File: src/sv/m4ta_pkg.sv
// Package for the 4x4 matrix transform accumulator: item structs, function codes, sizes.
// No dependencies.
`timescale 1ns / 1ps
package m4ta_pkg;
  localparam int DIM = 4;
  localparam int CELLS = 16;
  localparam int DEF_FRAC_BITS = 16;

  localparam logic [1:0] FUNC_LOAD = 2'd0;
  localparam logic [1:0] FUNC_IDENT = 2'd1;
  localparam logic [1:0] FUNC_TRANS = 2'd2;

  typedef struct packed {
    logic [1:0] func;
    logic [3:0] elem_index;
    logic signed [31:0] elem_value;
    logic final_elem;
  } in_item_t;

  typedef struct packed {
    logic [3:0] out_index;
    logic signed [31:0] out_value;
    logic out_last;
    logic clipped;
  } out_item_t;
endpackage

File: src/sv/m4ta_cell.sv
// One multiply-accumulate cell of the product chain: multiplies an operand element
// by a current-matrix element and adds it into a 66-bit partial sum. Uses m4ta_pkg.
`timescale 1ns / 1ps
module m4ta_cell (
  input  logic               clk,
  input  logic               clr,
  input  logic               en,
  input  logic signed [31:0] a,
  input  logic signed [31:0] b,
  output logic signed [65:0] acc
);
  import m4ta_pkg::*;
  logic signed [63:0] prod_r;
  logic               pv_r;
  logic signed [65:0] acc_r;

  // Register the product, then accumulate next cycle.
  always_ff @(posedge clk) begin
    prod_r <= a * b;
    pv_r   <= en;
    if (clr) begin
      acc_r <= '0;
    end else if (pv_r) begin
      acc_r <= acc_r + 66'(prod_r);
    end
  end
  assign acc = acc_r;
endmodule

File: config.mk
export PLATFORM = sky130hd
export DESIGN_NAME = m4ta_cell
export DESIGN_NICKNAME = d
export VERILOG_FILES = /design/src/sv/m4ta_pkg.sv /design/src/sv/m4ta_cell.sv
export SDC_FILE = /design/constraint.sdc
export NUM_CORES = 2
export LEC_CHECK = 0
export BUFFER_PORTS_ARGS = -buffer_cell sky130_fd_sc_hd__buf_2
export CAP_MARGIN = 20
export CORE_MARGIN = 2
export CORE_UTILIZATION = 55
export DETAILED_ROUTE_END_ITERATION = 16
export PLACE_DENSITY = 0.72
export SYNTH_ARGS = -nofsm -noshare
export SYNTH_HDL_FRONTEND = slang
export SYNTH_SLANG_ARGS = --single-unit
File: constraint.sdc
create_clock -name clk -period 14.2 [get_ports clk]
set_input_delay 4.26 -clock clk [delete_from_list [all_inputs] [get_ports clk]]
set_output_delay 4.26 -clock clk [all_outputs]
set_load 0.01 [all_outputs]
==> flow_metrics.env <==
export IMPL_status="complete, no violations"
export IMPL_synth_top_area_share_pct=50.0
export IMPL_clk_latency_ps=440
export IMPL_synth_fp_nets=6135
export IMPL_min_path_cells=2
export IMPL_path_class="input port to flip-flop"
export IMPL_max_freq_mhz=82.6
export IMPL_cts_tree="done"
export IMPL_rows=102
export IMPL_drc_errors=0
export IMPL_setup_viol=0
export IMPL_vias=31700
export IMPL_ant_nets=0
export IMPL_cts_reportedPaths_clkPinSlew_ps=60
export IMPL_netlist_area_um2=43400
export IMPL_routed_via_density=5.55
export IMPL_r2r_worst_path_cells=11
export IMPL_cts_buffer_depth=2
export IMPL_dp_hpwl_um=90900
export IMPL_die_area_um2=81200
export IMPL_hold_viol=0
export IMPL_synth_main_ff_cell="dfxtp_1"
export IMPL_finClkSkew_ps=12.2
export IMPL_synth_most_common_cell="fa_1"
export IMPL_cts_sinks=131
export IMPL_drtIter0Drc=1841
export IMPL_grt_max_degree=63
export IMPL_root_buffer="clkbuf_16"
export IMPL_final_util_pct=58.1
export IMPL_cp_common_cell="fa_1"
export IMPL_syn2layout_area_growth_pct=4.16
export IMPL_worst_pin_slew_ps=983
export IMPL_grt_pass1_vias=34100
export IMPL_hold_buffers=0
export IMPL_timing_rr_start="acc[32]$_SDFFE_PP0P_"
export IMPL_dieWidth_um=285
export IMPL_slew_headroom_pct=33.6
export IMPL_ys_ff_latch=131
export IMPL_yosysTopAreaCell="fa_1"
export IMPL_grt_overflow=0
export IMPL_cp_required_ps=14570
export IMPL_grt_pass1_wl_um=182000
export IMPL_yosysUniqueCellTypes=74
export IMPL_synthTopCellsByArea="fa_1 50%, inv_1 9.0%, and2_1 7.4%"
export IMPL_finalSetupTns_ps=0
export IMPL_avgSynthCellArea_um2=9.16
export IMPL_numPortBuffers=132
export IMPL_cts_resized_gates=0
export IMPL_core_area_um2=77700
export IMPL_globalplace_congestion=0.940
export IMPL_first_pass_iters=6
export IMPL_crit_fanout=32
export IMPL_grt_usage_pct=28.6
export IMPL_ys_warn_count=0
export IMPL_netlist_top_cells_count="1083 x fa_1, 1038 x inv_1, 578 x nand2_1"
export IMPL_pin_count=133
export IMPL_cts_htree_levels=4
export IMPL_nets=6058
export IMPL_cp_start_kind="input port"
export IMPL_whs_endpoint="acc[5]$_SDFFE_PP0P_"
export IMPL_routedWlPerCell_um=19.6
export IMPL_r2r_setup_slack_ps=10320
export IMPL_post_cts_buffers=0
export IMPL_antenna_found_initial=5
export IMPL_crit_arrival_ps=12480
export IMPL_max_stage_delay_ps=810
export IMPL_fin_crit_sh_pct=85.3
export IMPL_synth_cells=4736
export IMPL_dieHeight_um=285
export IMPL_crit_family="adder cells"
export IMPL_final_max_slew_viol_count=0
export IMPL_rsz0062_at_grt="false"
export IMPL_max_cap_viol_count=0
export IMPL_routed_wl_um=112000
export IMPL_min_from="acc[5]$_SDFFE_PP0P_"
export IMPL_min_period_ps=12110
export IMPL_drive_gt1_share_pct=4.47
export IMPL_end_kind="flip-flop"
export IMPL_numCtsBuffers=17
export IMPL_critical_path_buf_inv_count=8
export IMPL_synth_edff_count=0
export IMPL_hp_class="flip-flop to flip-flop"
export IMPL_initial_core_util_pct=55.8
export IMPL_yosysSeqAreaShare_pct=6.04
export IMPL_rr_endpoint="acc[65]$_SDFFE_PP0P_"
export IMPL_async_flop_share_pct=0
export IMPL_crit_slowest_cell="fa_1"
[flip-flops by register name (all words and copies together) (netlist names)]
signal / cells
pv_r: 1
acc: 66
prod_r: 64
[metrics by stage]
step	hold slack [ps]	worst slack [ps]	cells	area (µm²)
finish	490	2090	5713	45200
global route	543	1590	5713	45200
CTS	492	2090	5711	45200
detailed placement	483	1650	5679	44500
global placement	472	1720	5679	44500
floorplan	498	2750	4736	43400
[worst register-to-register path, cell delays in order (launching register included)]
cell	delay (ps)
dfxtp_1	360
ha_1	430
a21oi_1	250
o21ai_0	230
nor3_1	210
o21ai_0	170
nor4_1	710
o221ai_1	430
and3_1	320
o311ai_1	400
xnor2_1	170
nor2_1	50
[final cells by class]
class / count / area, µm²
Multi-Input combinational cell: 3321 / 35900
Fill cell: 6780 / 32500
Inverter: 1040 / 3900
Sequential cell: 131 / 2620
Tap cell: 1040 / 1300
Timing Repair Buffer: 148 / 801
Clock buffer: 18 / 439
Clock inverter: 14 / 179
Antenna cell: 1 / 2.50
[metal layers]
| metal | track usage [%] | up-vias | share of wire (%) | wire (µm) |
|---|---|---|---|---|
| li1 | - | 13900 | - | - |
| met1 | 35.6 | 16400 | 38 | 42300 |
| met2 | 50.1 | 1150 | 51 | 57500 |
| met3 | 3.66 | 305 | 6.1 | 6860 |
| met4 | 12.2 | 6 | 4.8 | 5410 |
| met5 | 0 | - | 0.033 | 37 |
[layout by cell type (no fill, tap or decap), types with 25 or more instances in the layout]
cell type,netlist,final
xor2_1,46,46
nor2_1,134,134
nand3_1,26,26
ha_1,249,249
fa_1,1083,1083
mux2i_1,31,31
nand2_1,578,578
nand4_1,32,32
a21oi_1,157,157
and2_1,513,513
a21o_1,63,63
o21bai_1,25,25
nand2b_1,28,28
dfxtp_1,131,130
xnor2_1,84,84
buf_2,3,132
inv_1,1038,1038
o21ai_0,72,72
[cell families after synthesis]
logic type,count (synthesis),share of synthesized area (%)
AO/OA/AOI/OAI,444,6.53
buffers and inverters,1284,11.1
multiplexers,31,0.715
flip-flops,131,6.04
XOR/XNOR,130,2.62
AND/OR/NAND/NOR,1384,15.8
adder cells (fa/ha/maj),1332,57.1
[worst max-delay path by stage]
stage | to | start | slack [ps] | cells after the start
2_1_floorplan | prod_r[63]$_DFF_P_ | a[31] | 2750 | 26
3_3_place_gp | prod_r[58]$_DFF_P_ | b[5] | 1720 | 25
3_5_place_dp | prod_r[63]$_DFF_P_ | b[5] | 1650 | 28
4_1_cts | prod_r[61]$_DFF_P_ | b[5] | 2090 | 26
5_1_grt | prod_r[63]$_DFF_P_ | b[5] | 1590 | 28
6_report | prod_r[63]$_DFF_P_ | b[5] | 2090 | 28
Power is not shown: default switching activity piles up to over one toggle a cycle in this logic, so the estimate is an artifact.
